File: src/hdl/fgs_pkg.sv
`timescale 1ns / 1ps
`default_nettype none

package fgs_pkg;

    // field widths
    localparam int SIZE_W    = 12;
    localparam int ROOTENT_W = 13;
    localparam int RSV_W     = 7;
    localparam int SPC_W     = 7;
    localparam int LOG_W     = 3;
    localparam int FAT_W     = 10;
    localparam int ROOT_W    = 10;
    localparam int OVH_W     = 12;
    localparam int CLUS_W    = 23;
    localparam int TOT_W     = 23;
    localparam int NEED_W    = 16;
    localparam int ITER_W    = 8;
    localparam int CFG_IDX_W = 1;
    localparam int CFG_DAT_W = 13;

    // layout limits
    localparam logic [SIZE_W-1:0] SIZE_MIN          = 12'd4;
    localparam logic [SIZE_W-1:0] SIZE_MAX          = 12'd2048;
    localparam logic [CLUS_W-1:0] MIN_CLUSTERS      = 23'd4085;
    localparam logic [CLUS_W-1:0] MAX_CLUSTERS_EXCL = 23'd65525;
    localparam logic [LOG_W-1:0]  SPC_LOG_INIT      = 3'd2;   // 4 sectors
    localparam logic [LOG_W-1:0]  SPC_LOG_MAX       = 3'd6;   // 64 sectors
    localparam logic [ITER_W-1:0] ITER_LAST         = 8'd255;

    // reset values of the configuration registers
    localparam logic [ROOTENT_W-1:0] ROOT_ENTRIES_RST = 13'd512;
    localparam logic [RSV_W-1:0]     RESERVED_RST     = 7'd1;

    typedef enum logic [CFG_IDX_W-1:0] {
        CFG_ROOT_ENTRIES = 1'b0,
        CFG_RESERVED     = 1'b1
    } t_cfg_idx;

    typedef enum logic [1:0] {
        ST_OK      = 2'd0,
        ST_RANGE   = 2'd1,
        ST_SMALL   = 2'd2,
        ST_UNREACH = 2'd3
    } t_status;

    // outcome of one iteration
    typedef enum logic [2:0] {
        ACT_SMALL,
        ACT_GROW_SPC,
        ACT_SHRINK_SPC,
        ACT_GROW_FAT,
        ACT_END
    } t_act;

    typedef enum logic [1:0] {
        S_IDLE,
        S_CALC,
        S_DECIDE,
        S_DONE
    } t_state;

    typedef struct packed {
        logic load;        // latch request, init iteration
        logic calc;        // register cluster count
        logic step;        // apply iteration update
        logic finish;      // capture result of iteration
        logic fail_range;  // capture out-of-range result
    } t_dp_cmd;

    typedef struct packed {
        logic range_bad;
        t_act act;
        logic guard_last;
    } t_dp_stat;

endpackage

`default_nettype wire

File: src/hdl/fat16_geometry_solver.sv
`timescale 1ns / 1ps
`default_nettype none

// Channel   | Signals                                        | Beat taken when
// ----------+------------------------------------------------+--------------------------
// request   | i_start, o_busy, i_size_mib                    | i_start && !o_busy
// result    | o_done, o_status, o_sectors_per_cluster,       | o_done (one cycle)
//           | o_fat_sectors, o_cluster_count, o_total_sectors|
// config    | i_cfg_valid, o_cfg_ready, i_cfg_index,         | i_cfg_valid && o_cfg_ready
//           | i_cfg_data                                     |
//
// One request at a time. Each layout iteration passes S_CALC (cluster count),
// then S_DECIDE (decision); the iteration count is a handful, guarded at 256.
// A size out of range goes from S_CALC straight to S_DONE, which raises o_done.
// S_DONE leads back to S_IDLE before the next request can be taken.
// Synchronous active-low reset: controller goes idle, root_entries = 512,
// reserved_sectors = 1. The result receiver cannot stall; config is always ready.

module fat16_geometry_solver (
    input  wire                               i_clk,
    input  wire                               i_rst_n,
    input  wire                               i_start,
    output logic                              o_busy,
    input  wire  [fgs_pkg::SIZE_W-1:0]        i_size_mib,
    output logic                              o_done,
    output logic [1:0]                        o_status,
    output logic [fgs_pkg::SPC_W-1:0]         o_sectors_per_cluster,
    output logic [fgs_pkg::FAT_W-1:0]         o_fat_sectors,
    output logic [fgs_pkg::CLUS_W-1:0]        o_cluster_count,
    output logic [fgs_pkg::TOT_W-1:0]         o_total_sectors,
    input  wire                               i_cfg_valid,
    output logic                              o_cfg_ready,
    input  wire  [fgs_pkg::CFG_IDX_W-1:0]     i_cfg_index,
    input  wire  [fgs_pkg::CFG_DAT_W-1:0]     i_cfg_data
);
    import fgs_pkg::*;

    logic [ROOTENT_W-1:0] r_root_entries;
    logic [ROOTENT_W-1:0] n_root_entries;
    logic [RSV_W-1:0]     r_reserved_sectors;
    logic [RSV_W-1:0]     n_reserved_sectors;
    t_dp_cmd              w_cmd;
    t_dp_stat             w_stat;

    assign o_cfg_ready = 1'b1;

    // config register decode
    always_comb begin
        n_root_entries     = r_root_entries;
        n_reserved_sectors = r_reserved_sectors;
        if (i_cfg_valid) begin
            unique case (t_cfg_idx'(i_cfg_index))
                CFG_ROOT_ENTRIES: n_root_entries     = i_cfg_data[ROOTENT_W-1:0];
                CFG_RESERVED:     n_reserved_sectors = i_cfg_data[RSV_W-1:0];
                default: begin
                end
            endcase
        end
    end

    always_ff @(posedge i_clk) begin
        if (!i_rst_n) begin
            r_root_entries     <= ROOT_ENTRIES_RST;
            r_reserved_sectors <= RESERVED_RST;
        end else begin
            r_root_entries     <= n_root_entries;
            r_reserved_sectors <= n_reserved_sectors;
        end
    end

    fgs_ctrl u_ctrl (
        .i_clk   (i_clk),
        .i_rst_n (i_rst_n),
        .i_start (i_start),
        .i_stat  (w_stat),
        .o_cmd   (w_cmd),
        .o_busy  (o_busy),
        .o_done  (o_done)
    );

    fgs_dpath u_dpath (
        .i_clk                 (i_clk),
        .i_cmd                 (w_cmd),
        .i_size_mib            (i_size_mib),
        .i_root_entries        (r_root_entries),
        .i_reserved_sectors    (r_reserved_sectors),
        .o_stat                (w_stat),
        .o_status              (o_status),
        .o_sectors_per_cluster (o_sectors_per_cluster),
        .o_fat_sectors         (o_fat_sectors),
        .o_cluster_count       (o_cluster_count),
        .o_total_sectors       (o_total_sectors)
    );

endmodule

`default_nettype wire

File: src/hdl/fgs_ctrl.sv
`timescale 1ns / 1ps
`default_nettype none

module fgs_ctrl (
    input  wire                i_clk,
    input  wire                i_rst_n,
    input  wire                i_start,
    input  fgs_pkg::t_dp_stat  i_stat,
    output fgs_pkg::t_dp_cmd   o_cmd,
    output logic               o_busy,
    output logic               o_done
);
    import fgs_pkg::*;

    t_state r_state;
    t_state n_state;
    logic   w_end;

    // state register
    always_ff @(posedge i_clk) begin
        if (!i_rst_n) begin
            r_state <= S_IDLE;
        end else begin
            r_state <= n_state;
        end
    end

    // iteration stops on a failure, a settled layout or the guard
    assign w_end = (i_stat.act == ACT_SMALL) || (i_stat.act == ACT_END) || i_stat.guard_last;

    // next state and commands
    always_comb begin
        n_state = r_state;
        o_cmd   = '0;
        unique case (r_state)
            S_IDLE: begin
                if (i_start) begin
                    o_cmd.load = 1'b1;
                    n_state    = S_CALC;
                end
            end
            S_CALC: begin
                if (i_stat.range_bad) begin
                    o_cmd.fail_range = 1'b1;
                    n_state          = S_DONE;
                end else begin
                    o_cmd.calc = 1'b1;
                    n_state    = S_DECIDE;
                end
            end
            S_DECIDE: begin
                o_cmd.step = 1'b1;
                if (w_end) begin
                    o_cmd.finish = 1'b1;
                    n_state      = S_DONE;
                end else begin
                    n_state = S_CALC;
                end
            end
            S_DONE: begin
                n_state = S_IDLE;
            end
            default: begin
                n_state = S_IDLE;
            end
        endcase
    end

    assign o_busy = (r_state != S_IDLE);
    assign o_done = (r_state == S_DONE);

endmodule

`default_nettype wire

File: src/hdl/fgs_dpath.sv
`timescale 1ns / 1ps
`default_nettype none

module fgs_dpath (
    input  wire                              i_clk,
    input  fgs_pkg::t_dp_cmd                 i_cmd,
    input  wire [fgs_pkg::SIZE_W-1:0]        i_size_mib,
    input  wire [fgs_pkg::ROOTENT_W-1:0]     i_root_entries,
    input  wire [fgs_pkg::RSV_W-1:0]         i_reserved_sectors,
    output fgs_pkg::t_dp_stat                o_stat,
    output logic [1:0]                       o_status,
    output logic [fgs_pkg::SPC_W-1:0]        o_sectors_per_cluster,
    output logic [fgs_pkg::FAT_W-1:0]        o_fat_sectors,
    output logic [fgs_pkg::CLUS_W-1:0]       o_cluster_count,
    output logic [fgs_pkg::TOT_W-1:0]        o_total_sectors
);
    import fgs_pkg::*;

    // iteration state
    logic [SIZE_W-1:0]  r_size;
    logic [LOG_W-1:0]   r_spc_log;
    logic [LOG_W-1:0]   n_spc_log;
    logic [FAT_W-1:0]   r_fat;
    logic [FAT_W-1:0]   n_fat;
    logic [CLUS_W-1:0]  r_clusters;
    logic               r_small;
    logic [ITER_W-1:0]  r_iter;

    // result registers
    t_status            r_res_status;
    logic [SPC_W-1:0]   r_res_spc;
    logic [FAT_W-1:0]   r_res_fat;
    logic [CLUS_W-1:0]  r_res_clusters;
    logic [TOT_W-1:0]   r_res_total;

    logic [TOT_W-1:0]     w_total;
    logic [ROOTENT_W:0]   w_root_sum;
    logic [ROOT_W-1:0]    w_root;
    logic [OVH_W-1:0]     w_overhead;
    logic                 w_small;
    logic [CLUS_W-1:0]    w_diff;
    logic [CLUS_W-1:0]    w_clusters;
    logic [CLUS_W:0]      w_need_sum;
    logic [NEED_W-1:0]    w_need;
    logic                 w_hi;
    logic                 w_lo;
    t_act                 w_act;
    t_status              w_status;

    // size * 2048, root dir sectors = ceil(entries / 16)
    assign w_total    = {r_size, 11'b0};
    assign w_root_sum = {1'b0, i_root_entries} + (ROOTENT_W+1)'(15);
    assign w_root     = w_root_sum[ROOTENT_W:4];

    // overhead with two FAT copies, data clusters by shift
    assign w_overhead = OVH_W'(i_reserved_sectors) + OVH_W'({r_fat, 1'b0}) + OVH_W'(w_root);
    assign w_small    = (TOT_W'(w_overhead) >= w_total);
    assign w_diff     = w_total - TOT_W'(w_overhead);
    assign w_clusters = w_diff >> r_spc_log;

    // FAT sectors needed: ceil((clusters + 2) * 2 / 512) == (clusters + 257) >> 8
    assign w_need_sum = {1'b0, r_clusters} + (CLUS_W+1)'(257);
    assign w_need     = w_need_sum[CLUS_W:8];

    assign w_hi = (r_clusters >= MAX_CLUSTERS_EXCL);
    assign w_lo = (r_clusters < MIN_CLUSTERS);

    // iteration decision
    always_comb begin
        if (r_small) begin
            w_act = ACT_SMALL;
        end else if (w_hi && (r_spc_log < SPC_LOG_MAX)) begin
            w_act = ACT_GROW_SPC;
        end else if (w_lo && (r_spc_log != '0)) begin
            w_act = ACT_SHRINK_SPC;
        end else if (w_need > NEED_W'(r_fat)) begin
            w_act = ACT_GROW_FAT;
        end else begin
            w_act = ACT_END;
        end
    end

    // next cluster size and FAT size
    always_comb begin
        n_spc_log = r_spc_log;
        n_fat     = r_fat;
        case (w_act)
            ACT_GROW_SPC: begin
                n_spc_log = r_spc_log + LOG_W'(1);
                n_fat     = FAT_W'(1);
            end
            ACT_SHRINK_SPC: begin
                n_spc_log = r_spc_log - LOG_W'(1);
                n_fat     = FAT_W'(1);
            end
            ACT_GROW_FAT: begin
                // clusters stay at most 65536 here, so need fits
                n_fat = w_need[FAT_W-1:0];
            end
            default: begin
            end
        endcase
    end

    // status of the iteration that ends the search
    always_comb begin
        case (w_act)
            ACT_SMALL: w_status = ST_SMALL;
            ACT_END:   w_status = (w_hi || w_lo) ? ST_UNREACH : ST_OK;
            default:   w_status = ST_UNREACH;  // guard ran out
        endcase
    end

    // iteration registers
    always_ff @(posedge i_clk) begin
        if (i_cmd.load) begin
            r_size    <= i_size_mib;
            r_spc_log <= SPC_LOG_INIT;
            r_fat     <= FAT_W'(1);
            r_iter    <= '0;
        end else if (i_cmd.step) begin
            r_spc_log <= n_spc_log;
            r_fat     <= n_fat;
            r_iter    <= r_iter + ITER_W'(1);
        end
        if (i_cmd.calc) begin
            r_small    <= w_small;
            r_clusters <= w_small ? '0 : w_clusters;
        end
    end

    // result capture
    always_ff @(posedge i_clk) begin
        if (i_cmd.fail_range) begin
            r_res_status   <= ST_RANGE;
            r_res_spc      <= '0;
            r_res_fat      <= '0;
            r_res_clusters <= '0;
            r_res_total    <= w_total;
        end else if (i_cmd.finish) begin
            r_res_status   <= w_status;
            r_res_spc      <= SPC_W'(1) << n_spc_log;
            r_res_fat      <= n_fat;
            r_res_clusters <= r_clusters;
            r_res_total    <= w_total;
        end
    end

    assign o_stat.range_bad  = (r_size < SIZE_MIN) || (r_size > SIZE_MAX);
    assign o_stat.act        = w_act;
    assign o_stat.guard_last = (r_iter == ITER_LAST);

    assign o_status              = r_res_status;
    assign o_sectors_per_cluster = r_res_spc;
    assign o_fat_sectors         = r_res_fat;
    assign o_cluster_count       = r_res_clusters;
    assign o_total_sectors       = r_res_total;

endmodule

`default_nettype wire

File: config.mk
export PLATFORM = sky130hd
export DESIGN_NAME = fat16_geometry_solver
export DESIGN_NICKNAME = d
export VERILOG_FILES = /design/src/hdl/fgs_pkg.sv /design/src/hdl/fat16_geometry_solver.sv /design/src/hdl/fgs_ctrl.sv /design/src/hdl/fgs_dpath.sv
export SDC_FILE = /design/constraint.sdc
export NUM_CORES = 1
export LEC_CHECK = 0
export ABC_AREA = 1
export BUFFER_PORTS_ARGS = -buffer_cell sky130_fd_sc_hd__buf_2
export CAP_MARGIN = 20
export CORE_MARGIN = 3
export CORE_UTILIZATION = 40
export DETAILED_ROUTE_END_ITERATION = 10
export SETUP_SLACK_MARGIN = 0.5
export SKIP_CTS_REPAIR_TIMING = 1
export SYNTH_ARGS = -nofsm -noshare
export SYNTH_HDL_FRONTEND = slang
export SYNTH_SLANG_ARGS = --single-unit
File: constraint.sdc
create_clock -name i_clk -period 7.4 [get_ports i_clk]
set_input_delay 1.11 -clock i_clk [delete_from_list [all_inputs] [get_ports i_clk]]
set_output_delay 1.11 -clock i_clk [all_outputs]
set_load 0.03 [all_outputs]
; Word level (Yosys, flattened, before mapping)
; Index checks and enable logic that the tools add are counted.
[word_totals]
reg_bits = 133
in_bits = 30
output_inout_bits = 68
elab_cells = 77
[op_classes]
n_addsub = 8
order_cmp = 7
n_eq_ne = 9
shift = 2
mux = 22
bitwise = 1
n_reduce_logical = 14
[ops]
columns = op, count
row1 = two-way mux 23 bit, 2
row2 = adder 23 x 9 -> 24 bit (second input constant), 1
row3 = >= comparator 12 x 23 -> 1 bit, 1
row4 = >= comparator 23 x 16 -> 1 bit (second input constant), 1
row5 = < comparator 23 x 12 -> 1 bit (second input constant), 1
row6 = right shift 23 x 3 -> 23 bit, 1
row7 = subtractor 23 x 12 -> 23 bit, 1
row8 = one-hot mux 10 bit (2 select lines), 1
row9 = > comparator 16 x 10 -> 1 bit, 1
row10 = adder 13 x 4 -> 14 bit (second input constant), 1
row11 = adder 12 x 10 -> 12 bit, 1
row12 = adder 7 x 11 -> 12 bit, 1
row13 = > comparator 12 bit (second input constant), 1
row14 = < comparator 12 x 3 -> 1 bit (second input constant), 1
row15 = two-way mux 3 bit, 4
row16 = adder 8 x 1 -> 8 bit (second input constant), 1
row17 = == test 8 bit (second input constant), 1
row18 = two-way mux 1 bit, 8
row19 = two-way mux 2 bit, 4
row20 = one-hot mux 2 bit (4 select lines), 1
row21 = << shifter 1 x 3 -> 7 bit (first input constant), 1
row22 = == test 3 x 2 -> 1 bit (second input constant), 2
row23 = one-hot mux 3 bit (2 select lines), 1
row24 = == test 2 bit (second input constant), 2
row25 = 17 further kinds, 23

; Depth between registers and ports, before layout
; Gate-level depths: netlist of the first run.
[logic_depth]
depth_word = 13
mapped_depth = 32
depth_no_buf = 32

; Modules after synthesis
; From an unflattened synthesis of the first run, not the netlist that was laid out.
[hier_totals]
cells_unflattened = 1095
area_unflattened_um2 = 8045.2
[modules_own_cells]
columns = mod, n_inst, cells_each, area_each_um2
row1 = fgs_dpath, 1, 957, 7103.1
row2 = fat16_geometry_solver, 1, 116, 800.8
row3 = fgs_ctrl, 1, 22, 141.4

; Least setup slack after synthesis of the first run
; OpenSTA, ideal clock, no wires.
[synth_timing]
kind = flip-flop to flip-flop
start = register r_root_entries[0]
end = register u_dpath.r_clusters[13], data pin
setup_time_ns = 0.253
t_arrival_ns = 4.145
path_slack_ns = 3.002
path_stages_with_launch = 27
path_buffers = 1
synth_period_minus_slack_ns = 4.398
cell_sequence = dfxtp_1 or4_1 nand2_1 xor2_1 fa_1 inv_1 ha_1 inv_1 fa_1 inv_1 nand3_1 nand2_1 nand2_1 nand2_1 nand2_2 nand2_1 a21oi_1 ha_1 nor2_1 inv_1 nor2_1 nand3b_2 nand3_2 inv_2 buf_6 nand3_1 nand2_1
[synth_via]
elab_chain_cells = 4
[synth_lines]
columns = item, line_no
row1 = start: declaration, fat16_geometry_solver.sv:38  ; logic [ROOTENT_W-1:0] r_root_entries;
row2 = start signal: assignment, fat16_geometry_solver.sv:66  ; r_root_entries <= n_root_entries;
row3 = adder 13 x 4 -> 14 bit *, fgs_dpath.sv:52  ; assign w_root_sum = {1'b0, i_root_entries} + (ROOTENT_W+1)'(15);
row4 = adder 12 x 10 -> 12 bit *, fgs_dpath.sv:56  ; assign w_overhead = OVH_W'(i_reserved_sectors) + OVH_W'({r_fat, 1'b0}) + OVH_W'(w_root);
row5 = subtractor 23 x 12 -> 23 bit, fgs_dpath.sv:58  ; assign w_diff = w_total - TOT_W'(w_overhead);
row6 = right shift 23 x 3 -> 23 bit, fgs_dpath.sv:59  ; assign w_clusters = w_diff >> r_spc_log;
row7 = end signal: assignment, fgs_dpath.sv:128  ; r_clusters <= w_small ? '0 : w_clusters;
row8 = end: declaration, fgs_dpath.sv:25  ; logic [CLUS_W-1:0] r_clusters;
; Every way passes the cells marked *; elsewhere a longest branch is shown, timed or not.
; A chain may end at the register's enable or synchronous reset.

; Worst setup path after layout of the first run
[layout_timing]
start = register r_root_entries[0]
end = register u_dpath.r_clusters[1], data pin
; The elaborated chain is that of the path after synthesis.

==> results of run 1 <==
## registers in the layout, indices dropped and copies added, names as in the netlist, 8 cells and up
name	count
u_dpath.r_fat	10
u_dpath.r_size	12
u_dpath.o_total_sectors	12
u_dpath.r_clusters	23
u_dpath.o_fat_sectors	10
u_dpath.r_iter	8
r_root_entries	13
u_dpath.o_cluster_count	23
## layer usage
layer  vias up  wire, um
met4         0       431
li1       3582         -
met1      3118      9620
met2       175      8620
met3        36       902
met5         -         0
## layout make-up
class                           count  area share
Tap cell                          260      0.0364
Clock inverter                      9     0.00727
Sequential cell                   133       0.351
Clock buffer                       23      0.0547
Inverter                          125      0.0525
Timing Repair Buffer               91      0.0534
Multi-Input combinational cell    740       0.444
## placed cells by master, fill, tap and decap left out, types with 3 or more instances in the layout
cell	instances
clkbuf_16	18
o22ai_1	6
a21o_1	3
inv_6	3
xnor2_1	3
nor2_2	5
nor2_1	72
nand4_1	18
nand2_2	9
inv_1	120
nand2_1	217
clkbuf_1	3
buf_4	5
nor4_1	8
dfxtp_1	85
xor2_1	19
nand3_1	182
nand3b_1	4
nor2_4	3
nor3_1	9
fa_1	8
nand3_2	3
o21ai_1	20
edfxtp_1	48
o21ai_0	58
a21oi_1	28
inv_2	3
ha_1	27
conb_1	12
nand2_4	3
buf_2	85
## worst paths after layout
path                              start                          to  slack, ns
min          u_dpath.o_cluster_count[1]  u_dpath.o_cluster_count[1]       0.47
min reg2reg  u_dpath.o_cluster_count[1]  u_dpath.o_cluster_count[1]       0.47
max reg2reg           r_root_entries[0]       u_dpath.r_clusters[1]       2.41
max                   r_root_entries[0]       u_dpath.r_clusters[1]       2.41
## logic make-up after synthesis
group | Yosys count | share of synthesized area
and+or+nand+nor | 542 | 0.321
buffers and inverters | 173 | 0.0979
DFF | 133 | 0.401
AOI/OAI and AO/OA | 126 | 0.0866
adders and majority gates | 35 | 0.0635
xor gates and xnor gates | 23 | 0.0266
other | 2 | 0.000957
muxes | 2 | 0.00255
## where the power goes
part | internal, mW | total [mW] | switching, mW
Combinational | 0.178 | 0.574 | 0.396
Sequential | 0.850 | 0.901 | 0.0509
Clock | 0.469 | 0.804 | 0.335
## worst register-to-register path: cells and delay by family (launching register included)
kind,cells,cell delay (ns)
simple gates,12,2.14
compound gates,2,0.34
xor+xnor,1,0.17
buf+inv,5,0.54
flops,1,0.31
fa+ha+maj,4,1.24
## through the flow
step	power (mW)	instances	util	cell area [um^2]	worst slack, ns
final	2.28	1381	0.472	8940	2.41
after global routing	2.42	1381	0.472	8940	2.11
after detailed placement	1.49	1348	0.442	8380	2.49
after floorplan	1.34	1046	-	7880	3.00
after global placement	1.49	1348	0.442	8380	2.61
after CTS	2.30	1380	0.471	8930	2.45
==> impl_results.md, run 1 <==
- Final critical-path required period: 4.99 ns
- Drt pass-1 iters: 5
- GRT overflow: 0
- Initial antenna violation count: 0
- Area of the multi-input gates: 3980 um^2
- Core Area: 19000 um^2
- First-pass GRT wire length: 32200 um
- Fillers: 1922
- Power Density: 255 nW/um^2
- WP data required: 7.58 ns
- Max incr delay on CP: 0.58 ns
- Status: completed
- Post-synth EDFFs: 48
- Worst-path cell chain: or4_1 -> nand2_1 -> xor2_1 -> fa_1 -> inv_1 -> ha_1 -> inv_1 -> fa_1 -> inv_1 -> nand3_1 -> nand2_1 -> nand2_1 -> nand2_1 -> nand2_2 -> nand2_1 -> a21oi_1 -> ha_1 -> nor2_1 -> inv_1 -> nor2_1 -> nand3b_2 -> nand3_2 -> inv_2 -> a22o_1
- CP Capture Type: register
- Yosys warnings: 0
- Worst path arrival time: 5.16 ns
- Worst Max-Slew Pin Slew: 0.792 ns
- Diode count: 0
- Clock-pin slew on the worst setup and hold paths: 0.06 ns
- Num CTS Buffers: 17
- Root buffer cell: clkbuf_16
- GRT Max-Usage Layer: met2
- RSZ-0062 raised after global routing: false
- Rel. slew slack: 0.471
- CTS sink count: 133
- H-tree Lvls: 4
- Clk_skew: 0.00921 ns
- # IOs: 98
- Post-Syn Area: 7850 um^2
- Top post-synthesis cells by count: nand2_1, nand3_1, inv_1
- CP Max Fanout: 16
- Vias: 6911
- WP depth: 24
- Met1 global-route usage: 0.262
- Share of layout cells above drive strength 1: 0.141
- Synth top area share: 0.217
- Wire per inst: 14.2 um
- ANT nets after route: 0
- GRT Total Usage: 0.185
- Period utilisation layout: 0.674
- Register area: 3140 um^2
- Crit start category: register
- Post-synthesis sequential area ratio: 0.401
- Count of cell types in the netlist: 49
- Die area: 21300 um^2
- Hpwl dp: 14800 um
- Slowest CP cell: or4_1
- VDD IR max: 194 uV
- Die X: 146 um
- Synth area leaders: dfxtp_1, edfxtp_1, nand3_1
- Max Clk Rate: 0.201 GHz
- Routability cong.: 0.937
- 1st-iter DRT viols: 453
- Most frequent CP cell: nand2_1
- Vias in the first global route: 6277
- Max-slew violation total from the final report: 0
- Final hold slack: 0.466 ns
- Count leader, synth: nand2_1
- Area added between synthesis and finish: 14.0%
- Row count: 50
- Largest net degree at the start of global routing: 65
- CP top delay family: simple AND/OR/NAND/NOR gates
- Cells on worst reg2reg path: 24
- FFs w/ async S/R, synth: 0
- Met3 Track Usage GR: 0.0400
- Nets: 1173
- #FFs+latches synth: 133
- Worst Path Class, Setup: register to register
- Worst hold path type: register to register
- Clock Path Buffers: 2
- Setup Viol. Count Final: 0
- Initial Util: 0.414
- Synth area leader: dfxtp_1
- CTS tree: yes
- Final Hold Fails: 0
- Post-Route WL: 19600 um
- Drt drc: 0
- Setup_tns: 0 ns
- Worst skew pair latency: 0.43 ns
- Die height: 146 um
- GRT met2 Usage: 0.282
- Top FF cell, synth: dfxtp_1
- CP Buf/Inv Count: 5
- Leak Pwr: 4.13 nW
- Mean Syn Cell Area: 7.57 um^2
- Max_cap viols: 0
- Avg Vias per Cell: 5.00
- Mapped Cells: 1036
- Port Buf Inserts: 85
- Worst Hold Depth: 2
No activity file was read; power rests on OpenSTA's default activity.
==> run 2: changes to the inputs <==
- clock period: 7.4 -> 4 ns (I/O delays scaled with it)
==> impl_results.md, run 2 (same netlist as run 1, synthesis figures left out) <==
- NetSw: 1.53 mW
- # IOs: 98
- First-pass GRT wire length: 33200 um
- CTS tree: yes
- Clock power frac: 0.338
- Root buffer cell: clkbuf_16
- Largest net degree at the start of global routing: 60
- Final critical-path required period: 4.18 ns
- Finished Layout Cells: 1448
- Avg Vias per Cell: 5.06
- Pint: 2.91 mW
- 1st-iter DRT viols: 448
- Diode count: 0
- GRT Total Usage: 0.190
- Clock Path Buffers: 2
- Initial antenna violation count: 0
- GRT overflow: 0
- Share of layout cells above drive strength 1: 0.280
- Initial Util: 0.414
- Max Clk Rate: 0.239 GHz
- Vias in the first global route: 6657
- Final Hold Fails: 0
- CP Max Fanout: 7
- Max-slew violation total from the final report: 0
- Worst path arrival time: 4.36 ns
- Worst Path Class, Setup: register to register
- Post-Route WL: 21400 um
- Power Density: 438 nW/um^2
- CTS sink count: 133
- Num CTS Buffers: 17
- Worst skew pair latency: 0.43 ns
- Period utilisation layout: 1.05
- Clock-pin slew on the worst setup and hold paths: 0.06 ns
- Die height: 146 um
- Worst R2R Setup Slack: -0.18 ns
- Final Instance Area: 10100 um^2
- Drt pass-1 iters: 5
- Port Buf Inserts: 85
- H-tree Lvls: 4
- Critical Path Sink: u_dpath.r_clusters[10]
- Cells on worst reg2reg path: 26
- Max_cap viols: 0
- Pwr Total: 4.44 mW
- Fin util: 0.535
- Core Area: 19000 um^2
- Status: finished, violations left
- Wire per inst: 14.8 um
- Commonest cells after routing, fill and taps aside: nand2_1, nand3_1, inv_1, buf_2, dfxtp_1
- WP data required: 4.18 ns
- Drt drc: 0
- Setup_tns: -2.98 ns
- Die area: 21300 um^2
- Area after DPL: 8870 um^2
- Crit start category: register
- Pre-CTS setup slack: -0.438 ns
- Critical register-to-register path startpoint: r_root_entries[2]
- CP Capture Type: register
- Area added between synthesis and finish: 29.3%
- Leak Pwr: 4.61 nW
- Sw frac: 0.344
- Fin worst setup slack: -0.184 ns
- Routability cong.: 0.958
- RSZ-0062 raised after global routing: true
- Worst Max-Slew Pin Slew: 0.665 ns
- Failing checks: negative setup slack
- Row count: 50
- Die X: 146 um
- Crit path from: r_root_entries[2]
- Vias: 7331
- Most frequent standard cell in the layout excluding fill and tap cells: nand2_1
- Placed Instances: 1397
- VDD IR max: 312 uV
- Setup Viol. Count Final: 23
- ANT nets after route: 0
- Reg2reg end: u_dpath.r_clusters[10]
- Rel. slew slack: 0.556
- Clk_skew: 0.0151 ns
- Combinational power share: 0.286
- Hpwl dp: 15100 um
- Worst hold path type: primary input to register
- Flop pwr share: 0.376
- Nets: 1240
- Final hold slack: 0.343 ns
-- run 2: power groups by stage --
stage | sequential [mW] | combinational, mW | clock [mW]
final | 1.67 | 1.27 | 1.50
after global routing | 1.69 | 1.40 | 1.59
after CTS | 1.67 | 1.16 | 1.53
after detailed placement | 1.69 | 1.15 | 0
after global placement | 1.70 | 1.14 | 0
after floorplan | 1.84 | 0.668 | 0
-- run 2: layout make-up --
cell class / instances / area (um^2)
repair buffers: 154 / 1030
flip-flops and latches: 133 / 3140
fillers: 1809 / 8810
multi-input cells: 744 / 4600
inverters: 125 / 479
well taps: 260 / 325
clock inverters: 9 / 63.8
clock buffers: 23 / 500
-- run 2: worst max-delay path, stage by stage (launching register included) --
cell and delay [ns]:
dfxtp_2 0.32, or4_4 0.58, nand2_4 0.09, xor2_2 0.15, fa_1 0.44, inv_2 0.08, ha_4 0.12, inv_2 0.03
fa_2 0.35, inv_2 0.07, nand3_2 0.08, nand2_2 0.09, nand2_2 0.06, nand2_2 0.05, nand2_2 0.05, nand2_2 0.08
a21oi_4 0.06, ha_4 0.30, nand3_4 0.09, nor2_4 0.16, nand2_4 0.12, nand3b_1 0.12, nand2_2 0.07, nand2_1 0.09
nand3_1 0.12, nand3_1 0.12, nand2_1 0.05
-- run 2: worst min path at each step --
| stage | from | end | slack, ns | depth (start not counted) |
|---|---|---|---|---|
| finish | i_size_mib[2] | u_dpath.r_size[2] | 0.34 | 1 |
| global route | i_size_mib[0] | u_dpath.r_size[0] | 0.33 | 1 |
| CTS | i_size_mib[2] | u_dpath.r_size[2] | 0.33 | 1 |
| detailed placement | u_dpath.o_cluster_count[19] | u_dpath.o_cluster_count[19] | 0.45 | 2 |
| global placement | u_dpath.o_fat_sectors[1] | u_dpath.o_fat_sectors[1] | 0.46 | 2 |
| floorplan | r_reserved_sectors[0] | r_reserved_sectors[0] | 0.44 | 2 |
-- run 2: layer usage --
layer	track usage	wire, um	vias to the layer above
met5	0	0	-
met4	0.0663	448	0
met3	0.0413	902	40
met1	0.269	10100	3363
li1	-	-	3725
met2	0.288	9880	203
